`src/rtl/block_cache_lru_tag_store_assert.svh`:
```
// Assertion macros for the block cache LRU tag store.
// Plain text macros only; no other file is needed.
`ifndef BLOCK_CACHE_LRU_TAG_STORE_ASSERT_SVH
`define BLOCK_CACHE_LRU_TAG_STORE_ASSERT_SVH

// Same-cycle implication under an active-low reset.
`define BCLTS_ASSERT_IMPLIES(label, clk, rst_n, ante, cons) \
	label: assert property (@(posedge clk) disable iff (!rst_n) (ante) |-> (cons)) \
		else $error("tag store assertion failed");

// Next-cycle implication under an active-low reset.
`define BCLTS_ASSERT_NEXT(label, clk, rst_n, ante, cons) \
	label: assert property (@(posedge clk) disable iff (!rst_n) (ante) |=> (cons)) \
		else $error("tag store assertion failed");

`endif

```
`src/rtl/bclts_pkg.sv`:
```
// Shared widths and command codes of the block cache LRU tag store.
// Used by the top level; depends on nothing.
package bclts_pkg;

	localparam int ID_W   = 31;
	localparam int CMD_W  = 2;
	localparam int SLOT_W = 4;
	localparam int CFG_W  = 5;

	typedef enum logic [CMD_W-1:0] {
		CMD_READ   = 2'd0,
		CMD_WRITE  = 2'd1,
		CMD_DELETE = 2'd2
	} cmd_t;

endpackage

```
`src/rtl/block_cache_lru_tag_store.sv`:
```
// Top level of the block cache LRU tag store: entry memory, scan sequencer, response register.
// Depends on bclts_pkg and on the assertion macros in block_cache_lru_tag_store_assert.svh.
//
// A new item is accepted only once the last is finished. With n as slots_in_use clamped to
// 1..SLOTS, the single read port of the entry memory scans one entry per cycle for match,
// victim and, on reads, aging; ST_LAST retires the last entry read, and ST_FIN writes the
// accessed entry on reads and loads the response register once it is free. Valid bits sit in
// flip-flops that reset clears, so the block is ready right after reset with no clearing pass.
`include "block_cache_lru_tag_store_assert.svh"

module block_cache_lru_tag_store #(
	parameter int SLOTS    = 16,
	parameter int AGE_WRAP = 1000000000
) (
	input  logic                            clk,
	input  logic                            arst_n,
	input  logic                            cfg_valid,
	output logic                            cfg_ready,
	input  logic [bclts_pkg::CFG_W-1:0]     cfg_data,
	input  logic                            req_valid,
	output logic                            req_stall,
	input  logic [bclts_pkg::CMD_W-1:0]     cmd,
	input  logic [bclts_pkg::ID_W-1:0]      block_id,
	output logic                            rsp_valid,
	input  logic                            rsp_stall,
	output logic                            hit,
	output logic [bclts_pkg::SLOT_W-1:0]    slot,
	output logic                            fill_needed
);

	localparam int SW = (SLOTS > 1) ? $clog2(SLOTS) : 1;
	localparam int NW = ($clog2(SLOTS + 1) > bclts_pkg::CFG_W) ? $clog2(SLOTS + 1)
		: bclts_pkg::CFG_W;
	localparam int AW = $clog2(AGE_WRAP + 1);
	localparam int EW = bclts_pkg::ID_W + AW;
	localparam logic [NW-1:0] SLOTS_N = NW'(SLOTS);
	localparam logic [AW-1:0] WRAP_A = AW'(AGE_WRAP);

	typedef enum logic [1:0] {ST_IDLE, ST_SCAN, ST_LAST, ST_FIN} state_t;

	state_t                          state_q;
	logic [bclts_pkg::CFG_W-1:0]     slots_in_use_q;
	logic [SLOTS-1:0]                valid_q;
	logic                            rvalid_s1;
	logic [SW-1:0]                   ridx_s1;
	logic [EW-1:0]                   rdata_s1;
	logic [EW-1:0]                   entry_mem_q [SLOTS];
	logic [SW-1:0]                   idx_q;
	logic [bclts_pkg::CMD_W-1:0]     cmd_q;
	logic [bclts_pkg::ID_W-1:0]      id_q;
	logic                            match_q;
	logic [SW-1:0]                   match_idx_q;
	logic                            inv_found_q;
	logic [SW-1:0]                   inv_idx_q;
	logic                            max_found_q;
	logic [SW-1:0]                   max_idx_q;
	logic [AW-1:0]                   max_age_q;
	logic                            rsp_valid_q;
	logic                            hit_q;
	logic [bclts_pkg::SLOT_W-1:0]    slot_q;
	logic                            fill_q;

	logic [NW-1:0]                   cfg_ext;
	logic [NW-1:0]                   n_active;
	logic [SW-1:0]                   last_idx;
	logic                            req_acc;
	logic                            fin_fire;
	logic [bclts_pkg::ID_W-1:0]      rd_blk;
	logic [AW-1:0]                   rd_age;
	logic                            rd_v;
	logic [AW-1:0]                   age_next;
	logic [SW-1:0]                   victim;
	logic [SW-1:0]                   acc_slot;
	logic                            mem_we;
	logic [SW-1:0]                   mem_waddr;
	logic [EW-1:0]                   mem_wdata;
	logic                            mem_re;
	logic [SW-1:0]                   mem_raddr;

	assign cfg_ready   = 1'b1;
	assign req_stall   = (state_q != ST_IDLE);
	assign req_acc     = req_valid && !req_stall;
	assign rsp_valid   = rsp_valid_q;
	assign hit         = hit_q;
	assign slot        = slot_q;
	assign fill_needed = fill_q;

	always_comb begin
		cfg_ext = NW'(slots_in_use_q);
		if (cfg_ext == '0) begin
			n_active = NW'(1);
		end else if (cfg_ext > SLOTS_N) begin
			n_active = SLOTS_N;
		end else begin
			n_active = cfg_ext;
		end
		last_idx = SW'(n_active - NW'(1));
	end

	assign rd_blk   = rdata_s1[EW-1:AW];
	assign rd_age   = rdata_s1[AW-1:0];
	assign rd_v     = valid_q[ridx_s1];
	assign age_next = (rd_age >= WRAP_A) ? AW'(1) : rd_age + AW'(1);
	assign victim   = inv_found_q ? inv_idx_q : max_idx_q;
	assign acc_slot = match_q ? match_idx_q : victim;
	assign fin_fire = (state_q == ST_FIN) && (!rsp_valid_q || !rsp_stall);

	assign mem_re    = req_acc || (state_q == ST_SCAN);
	assign mem_raddr = req_acc ? '0 : idx_q;

	always_comb begin
		mem_we    = 1'b0;
		mem_waddr = ridx_s1;
		mem_wdata = {rd_blk, age_next};
		if (rvalid_s1 && cmd_q == bclts_pkg::CMD_READ && rd_v) begin
			mem_we = 1'b1;
		end
		if (fin_fire && cmd_q == bclts_pkg::CMD_READ) begin
			mem_we    = 1'b1;
			mem_waddr = acc_slot;
			mem_wdata = {id_q, AW'(0)};
		end
	end

	always_ff @(posedge clk) begin
		if (mem_we) begin
			entry_mem_q[mem_waddr] <= mem_wdata;
		end
		if (mem_re) begin
			rdata_s1 <= entry_mem_q[mem_raddr];
		end
	end

	always_ff @(posedge clk) begin
		if (req_acc) begin
			cmd_q       <= cmd;
			id_q        <= block_id;
			ridx_s1     <= '0;
			idx_q       <= SW'(1);
			match_q     <= 1'b0;
			inv_found_q <= 1'b0;
			max_found_q <= 1'b0;
		end else begin
			if (state_q == ST_SCAN) begin
				ridx_s1 <= idx_q;
				idx_q   <= idx_q + SW'(1);
			end
			if (rvalid_s1) begin
				if (rd_v && rd_blk == id_q && !match_q) begin
					match_q     <= 1'b1;
					match_idx_q <= ridx_s1;
				end
				if (!rd_v && !inv_found_q) begin
					inv_found_q <= 1'b1;
					inv_idx_q   <= ridx_s1;
				end
				if (rd_v && (!max_found_q || rd_age > max_age_q)) begin
					max_found_q <= 1'b1;
					max_idx_q   <= ridx_s1;
					max_age_q   <= rd_age;
				end
			end
		end
	end

	always_ff @(posedge clk or negedge arst_n) begin
		if (!arst_n) begin
			slots_in_use_q <= bclts_pkg::CFG_W'(16);
		end else if (cfg_valid && cfg_ready) begin
			slots_in_use_q <= cfg_data;
		end
	end

	always_ff @(posedge clk or negedge arst_n) begin
		if (!arst_n) begin
			state_q     <= ST_IDLE;
			rvalid_s1   <= 1'b0;
			valid_q     <= '0;
			rsp_valid_q <= 1'b0;
			hit_q       <= 1'b0;
			slot_q      <= '0;
			fill_q      <= 1'b0;
		end else begin
			if (rsp_valid_q && !rsp_stall) begin
				rsp_valid_q <= 1'b0;
			end
			case (state_q)
				ST_IDLE: begin
					if (req_acc) begin
						rvalid_s1 <= 1'b1;
						state_q   <= (last_idx == '0) ? ST_LAST : ST_SCAN;
					end
				end
				ST_SCAN: begin
					rvalid_s1 <= 1'b1;
					if (idx_q == last_idx) begin
						state_q <= ST_LAST;
					end
				end
				ST_LAST: begin
					rvalid_s1 <= 1'b0;
					state_q   <= ST_FIN;
				end
				ST_FIN: begin
					if (fin_fire) begin
						rsp_valid_q <= 1'b1;
						fill_q      <= 1'b0;
						case (cmd_q)
							bclts_pkg::CMD_READ: begin
								hit_q             <= match_q;
								slot_q            <= bclts_pkg::SLOT_W'(acc_slot);
								fill_q            <= !match_q;
								valid_q[acc_slot] <= 1'b1;
							end
							bclts_pkg::CMD_WRITE: begin
								hit_q  <= match_q;
								slot_q <= match_q ? bclts_pkg::SLOT_W'(match_idx_q) : '0;
							end
							bclts_pkg::CMD_DELETE: begin
								hit_q  <= match_q;
								slot_q <= match_q ? bclts_pkg::SLOT_W'(match_idx_q) : '0;
								if (match_q) begin
									valid_q[match_idx_q] <= 1'b0;
								end
							end
							default: begin
								hit_q  <= 1'b0;
								slot_q <= '0;
							end
						endcase
						state_q <= ST_IDLE;
					end
				end
				default: begin
					state_q <= ST_IDLE;
				end
			endcase
		end
	end

	`BCLTS_ASSERT_IMPLIES(a_no_rmw_clash, clk, arst_n, (mem_we && state_q == ST_SCAN), (mem_waddr != idx_q))
	`BCLTS_ASSERT_NEXT(a_accept_reads_first, clk, arst_n, req_acc, (rvalid_s1 && ridx_s1 == '0))
	`BCLTS_ASSERT_IMPLIES(a_no_read_in_flight, clk, arst_n, (state_q == ST_FIN || state_q == ST_IDLE), !rvalid_s1)

endmodule

```
`config.mk`:
```
export PLATFORM = sky130hd
export DESIGN_NAME = block_cache_lru_tag_store
export DESIGN_NICKNAME = d
export VERILOG_FILES = /design/src/rtl/bclts_pkg.sv /design/src/rtl/block_cache_lru_tag_store.sv
export VERILOG_INCLUDE_DIRS = /design/src /design/src/rtl
export SDC_FILE = /design/constraint.sdc
export NUM_CORES = 2
export LEC_CHECK = 0
export BUFFER_PORTS_ARGS = -buffer_cell sky130_fd_sc_hd__buf_2
export CORE_ASPECT_RATIO = 0.8
export CORE_MARGIN = 2
export CORE_UTILIZATION = 50
export CTS_CLUSTER_DIAMETER = 80
export CTS_CLUSTER_SIZE = 8
export DETAILED_ROUTE_END_ITERATION = 12
export MAX_ROUTING_LAYER = met4
export PLACE_DENSITY = 0.68
export SETUP_SLACK_MARGIN = 0.4
export SLEW_MARGIN = 0
export SYNTH_ARGS = -nofsm -noshare
export SYNTH_HDL_FRONTEND = slang
export SYNTH_SLANG_ARGS = --single-unit
```
`constraint.sdc`:
```
create_clock -name clk -period 6.2 [get_ports clk]
set_clock_uncertainty 0.05 [all_clocks]
set_input_delay 1.86 -clock clk [delete_from_list [all_inputs] [get_ports clk]]
set_output_delay 1.86 -clock clk [all_outputs]
set_load 0.005 [all_outputs]
```
=== After elaboration in Yosys (flattened, before gate mapping) ===
Memories as Yosys holds them, arrays and structs flattened. A register that Yosys moved wholly into a read port is not among the register bits.
Index checks and enable logic that the tools add are counted.

* Memories: 1
* Logic and storage cells: 121
* Output and inout port bits: 9
* Bits of input ports: 43
* Register bits after elaboration: 117
* RAM bits: 976

{| class="wikitable"
|+ Memories
! name !! words !! bits a word !! rd ports !! clocked after memory_dff !! write ports !! RTL line !! text
|-
| entry_mem_q || 16 || 61 || 1 || 1 || 1 || block_cache_lru_tag_store.sv:47 || <nowiki>logic [EW-1:0] entry_mem_q [SLOTS];</nowiki>
|}

* Bitwise operators: 4
* Equality and inequality tests: 11
* Add/subtract/negate cells: 3
* Reductions and logical operators: 41
* Magnitude comparators: 8
* Muxes and demuxes: 34

{| class="wikitable"
|+ Operator list
! kind !! count
|-
| 61-bit 2-to-1 mux || 1
|-
| 16-bit one-hot mux with 2 select lines || 1
|-
| 31-bit equality test || 1
|-
| 30-bit by 1-bit adder with 30-bit output (second input constant) || 1
|-
| 30-bit >= comparator (second input constant) || 1
|-
| 30-bit greater-than comparator || 1
|-
| 30-bit 2-to-1 mux || 1
|-
| 4-bit 2-to-1 mux || 7
|-
| 16-bit bitwise AND || 1
|-
| 16-bit 2-to-1 mux || 1
|-
| 16-bit inverter || 1
|-
| 16-bit bitwise OR || 1
|-
| 4-bit by 5-bit less-than comparator with 1-bit output (second input constant) || 3
|-
| 1-bit 2-to-1 mux || 13
|-
| 1-bit logical AND || 12
|-
| 3-bit AND reduction || 4
|-
| 2-bit AND reduction || 5
|-
| 1-bit demux with 4-bit select || 2
|-
| 4-bit by 1-bit >= comparator with 1-bit output (second input constant) || 2
|-
| 2-bit 2-to-1 mux || 4
|-
| 2-bit one-hot mux with 4 select lines || 1
|-
| 4-bit one-hot mux with 2 select lines || 1
|-
| 1-bit zero test || 7
|-
| 2-bit equality test (second input constant) || 3
|-
| other kinds (19) || 26
|}

=== Longest topological paths before layout ===
* Depth after elaboration: 8
* Mapped depth: 11
* Depth with buffers taken out: 8

=== Worst setup path before layout ===
No wires, ideal clock.

* Kind: input port to flip-flop
* Start point: in rsp_stall
* End point: mem entry_mem_q[9][0] (netlist name), enable pin
* Path slack: 467 ps
* Data arrival time: 5,202 ps
* Buffers on the path: 1
* Cell stages on the path: 5
* Data required time: 5,670 ps
* Cell sequence: a21boi_0 > clkbuf_1 > a21o_1 > nand2_1 > nor2_1

* Longest elaborated chain between the ends: 7
* Elaborated cells on any way between the ends: 8
* Those cells by class: mux (4); reduce/logical (4)

{| class="wikitable"
|+ Ends and longest elaborated chain
! item !! RTL line !! text
|-
| start, declared || block_cache_lru_tag_store.sv:25 || <nowiki>input logic rsp_stall,</nowiki>
|-
| 1-bit zero test (*) || block_cache_lru_tag_store.sv:106 || <nowiki>assign fin_fire = (state_q == ST_FIN) && (!rsp_valid_q || !rsp_stall);</nowiki>
|-
| 1-bit logical OR (*) || block_cache_lru_tag_store.sv:106 ||
|-
| 1-bit logical AND (*) || block_cache_lru_tag_store.sv:106 ||
|-
| 1-bit logical AND (*) || block_cache_lru_tag_store.sv:118 || <nowiki>if (fin_fire && cmd_q == bclts_pkg::CMD_READ) begin</nowiki>
|-
| 1-bit 2-to-1 mux || block_cache_lru_tag_store.sv:118 ||
|-
| 1-bit 2-to-1 mux || block_cache_lru_tag_store.sv:126 || <nowiki>if (mem_we) begin</nowiki>
|-
| 1-bit 2-to-1 mux (not written as such) || block_cache_lru_tag_store.sv:127 || <nowiki>entry_mem_q[mem_waddr] <= mem_wdata;</nowiki>
|-
| end, declared || block_cache_lru_tag_store.sv:47 ||
|}

Mark *: on every way between the ends. The rest lies on a longest branch, timed or not.

=== Worst setup path in the final report ===
* Start point: reg match_q
* End point: mem entry_mem_q[9][42] (netlist name), enable pin

* Longest elaborated chain between the ends: 2

{| class="wikitable"
|+ Ends and longest elaborated chain
! item !! RTL line !! text
|-
| start, declared || block_cache_lru_tag_store.sv:51 || <nowiki>logic match_q;</nowiki>
|-
| start signal, assigned || block_cache_lru_tag_store.sv:140 || <nowiki>match_q <= 1'b0;</nowiki>
|-
| start signal, assigned || block_cache_lru_tag_store.sv:150 || <nowiki>match_q <= 1'b1;</nowiki>
|-
| 4-bit 2-to-1 mux || block_cache_lru_tag_store.sv:105 || <nowiki>assign acc_slot = match_q ? match_idx_q : victim;</nowiki>
|-
| 4-bit 2-to-1 mux || block_cache_lru_tag_store.sv:118 ||
|}

No other way between the ends.

==> out/results.txt <==
Outcome -> complete, no violations
Hold depth -> 2
Global Route Usage Sum -> 23.3%
RSZ-0062 raised after global routing -> no
Largest family of logic cells by synthesized area -> multiplexers
Endpoint, Worst Hold -> valid_q[9]
Vias in the first global route -> 26100
Pins Over Slew Limit -> 0
Die Wd -> 346 µm
Routed Antenna Nets -> 0
Kind of end point of the critical path -> flop
Largest cells by area after synthesis -> edfxtp_1, mux2i_1, a211oi_1
Fin crit share -> 65.1%
Share of cells above drive strength 1 -> 14.2%
Post-Syn Nets -> 2996
Crit path kind -> flop to flop
Top_reg_cell synth -> edfxtp_1
Post-CTS Setup Repair Bufs -> 0
Sequential cell area fraction in the yosys report -> 73.3%
Drt total wl -> 108 mm
Drt pass-1 iters -> 5
H-Tree Depth -> 4
Share of the synthesized area in the top cell type -> 71.2%
Final hold violation count -> 0
Pwr/cell area -> 495 nW/µm²
Io pins -> 52
Largest stage delay, worst path -> 960 ps
Ys Warns -> 0
Crit path arrival time -> 4360 ps
Mapped cell area -> 46900 µm²
Crit start category -> flop
Final setup vio count -> 0
Slew @ Worst Pin -> 1130 ps
Vias/cell -> 6.10
Diodes inserted -> 0
Simple-gate share of the synthesized area -> 6.11%
Slowest library cell on the worst path -> dfxtp_1
R2r endpoint -> entry_mem_q[9][42]
Post-Synth Adder-Cell Area -> 1.09%
Die Y-Extent -> 278 µm
R2R Path Start -> match_q
Reg2Reg Setup Slack -> 2160 ps
Starting density of the core -> 50.5%
Core ar. -> 93000 µm²
Largest fanout on the critical path -> 23
Crit-path cells -> o21ai_0, nor2b_1, a21o_1, nand2_1, nor2_4, buf_4
Max Fclk -> 248 MHz
Crit-path leading delay family -> simple AND/OR/NAND/NOR gates
Worst-skew pair later-pin latency -> 750 ps
DIE AREA -> 96300 µm²
Syn-to-layout area delta -> 13.7%
Final nets -> 3115
Largest net degree at the start of global routing -> 106
Hold bufs inserted after CTS -> 0
First-pass GRT wire length -> 162 mm
Cts repair resizes -> 0
Multiplexer share of the synthesized area -> 9.44%
Synth Register Bits -> 1154
FP Rows -> 100
Hold Slack -> 428 ps
I/O Buffers -> 50
Antenna violations before repair -> 2
Synth Area in Compound Gates -> 6.82%
Post-synth EDFFs -> 1112
Fraction of registers with async set/reset -> 2.69%
Buf/Inv on CP -> 1
Synth area leader -> edfxtp_1
Max transition margin -> 24.5%
CTS tree -> done
Commonest non-fill, non-tap cell in the layout -> edfxtp_1
Layout filler cell count -> 6941
Setup TNS Final -> 0 ps
FF-to-FF path depth -> 6
Worst EP required -> 6520 ps
Mapped Cells -> 2912
Lkg Pwr -> 18.1 nW
Final GP Congestion -> 0.838
XOR/XNOR Fraction of Synth Area -> 1.18%
TritonCTS buffer count -> 162
Max-cap viol count -> 0
Clock sink count -> 1154
Total chip power -> 26.4 mW
Initial DRC count -> 2400
Routed via count -> 26100
Min-delay worst type -> flop to flop
Min cycle time layout -> 4040 ps
DRC Markers -> 0
Grt ovf -> 0
Post-DP HPWL -> 59.7 mm
Most frequent cells in the layout -> edfxtp_1, nand2_1, mux2i_1
VDD IR max -> 395 µV
Cell variety after synth -> 59
Worst-case clock buffer depth -> 3
Root buf cell -> clkbuf_16
CTS clk-pin slew, worst paths -> 50 ps
Post-Syn Area per Cell -> 16.1 µm²
Hold_sp -> valid_q[9]
Wire per inst -> 25.3 µm
-- per-stage QoR --
step	setup WS, ps	area, µm²	utilization (%)	std cells
2_1_floorplan	467	46900	-	2912
3_3_place_gp	1490	48900	52.7	4091
3_5_place_dp	1400	48900	52.7	4091
4_1_cts	2160	53300	57.3	4281
5_1_grt	1990	53300	57.3	4281
6_report	2160	53300	57.3	4281
-- metal layers --
metal	vias to the layer above	global-route usage [%]	wire, µm
met1	13400	31.8	46400
li1	11600	-	-
met2	1011	35.3	51000
met3	187	4.87	8230
met5	-	-	0
met4	0	7.46	2640
-- where the power goes --
| part | internal (mW) | switching, mW |
|---|---|---|
| sequential | 10.7 | 0.583 |
| combinational | 2.56 | 4.80 |
| clock | 4.64 | 3.09 |
-- layout make-up --
type	count	area (µm²)	area share, %
Sequential cell	1154	34400	64.5
Tap cell	1224	1530	2.87
Timing Repair Buffer	128	1110	2.08
Inverter	49	184	0.345
Clock inverter	15	253	0.474
Multi-Input combinational cell	1536	11700	22.0
Clock buffer	175	4100	7.70
-- Yosys cell counts, types with 2 or more instances --
cell type,number
o31ai_1,5
a31oi_1,68
a21o_1,4
mux4_1,4
a21oi_1,88
mux2i_1,254
or3_1,2
dfrtp_1,30
xnor2_1,16
nor3b_1,5
nor4_1,10
nand4_1,12
inv_1,49
nand2_1,303
nor2b_1,129
nand4b_1,2
nand3_1,25
nor3_1,14
dfxtp_1,11
buf_1,21
and3_1,7
ha_1,41
a311oi_1,62
edfxtp_1,1112
clkbuf_1,89
or2_2,3
a211oi_1,187
o21ai_0,29
a22oi_1,2
a21boi_0,2
o21a_1,2
nor2_1,79
and4_1,3
nand3b_1,3
xor2_1,47
mux2_2,36
mux4_2,61
and2_0,2
and2_1,4
a32o_1,5
buf_2,50
buf_4,12
nand2b_1,6
-- tightest hold or removal path: cells and delay by family, from the launching register on --
family          cells  cell delay, ps
flops               1             340
compound gates      1              60
simple gates        1              40
-- flip-flops by register name, indices dropped and copies added, names as in the netlist, 5 cells and up --
name         flops
entry_mem_q    976
cfg_ext          5
max_age_q       30
id_q            31
valid_q         16
rdata_s1        61
-- cells by family after synthesis --
group | Yosys count
xor gates and xnor gates | 63
adders and majority gates | 41
DFF | 1154
other | 1
AOI/OAI and AO/OA | 463
buffers and inverters | 222
and+or+nand+nor | 613
muxes | 355
-- how the worst max path moves through the flow --
stage                         start                 end  slack [ps]  cells past startpoint
after CTS                   match_q  entry_mem_q[0][19]        2160                      7
after floorplan           rsp_stall   entry_mem_q[9][0]         470                      5
final                       match_q  entry_mem_q[9][42]        2160                      6
after detailed placement  req_valid         rdata_s1[4]        1400                      7
after global placement    req_valid         rdata_s1[1]        1490                      7
after global routing        match_q   entry_mem_q[0][4]        1990                      7
No activity file was read; power rests on OpenSTA's default activity.
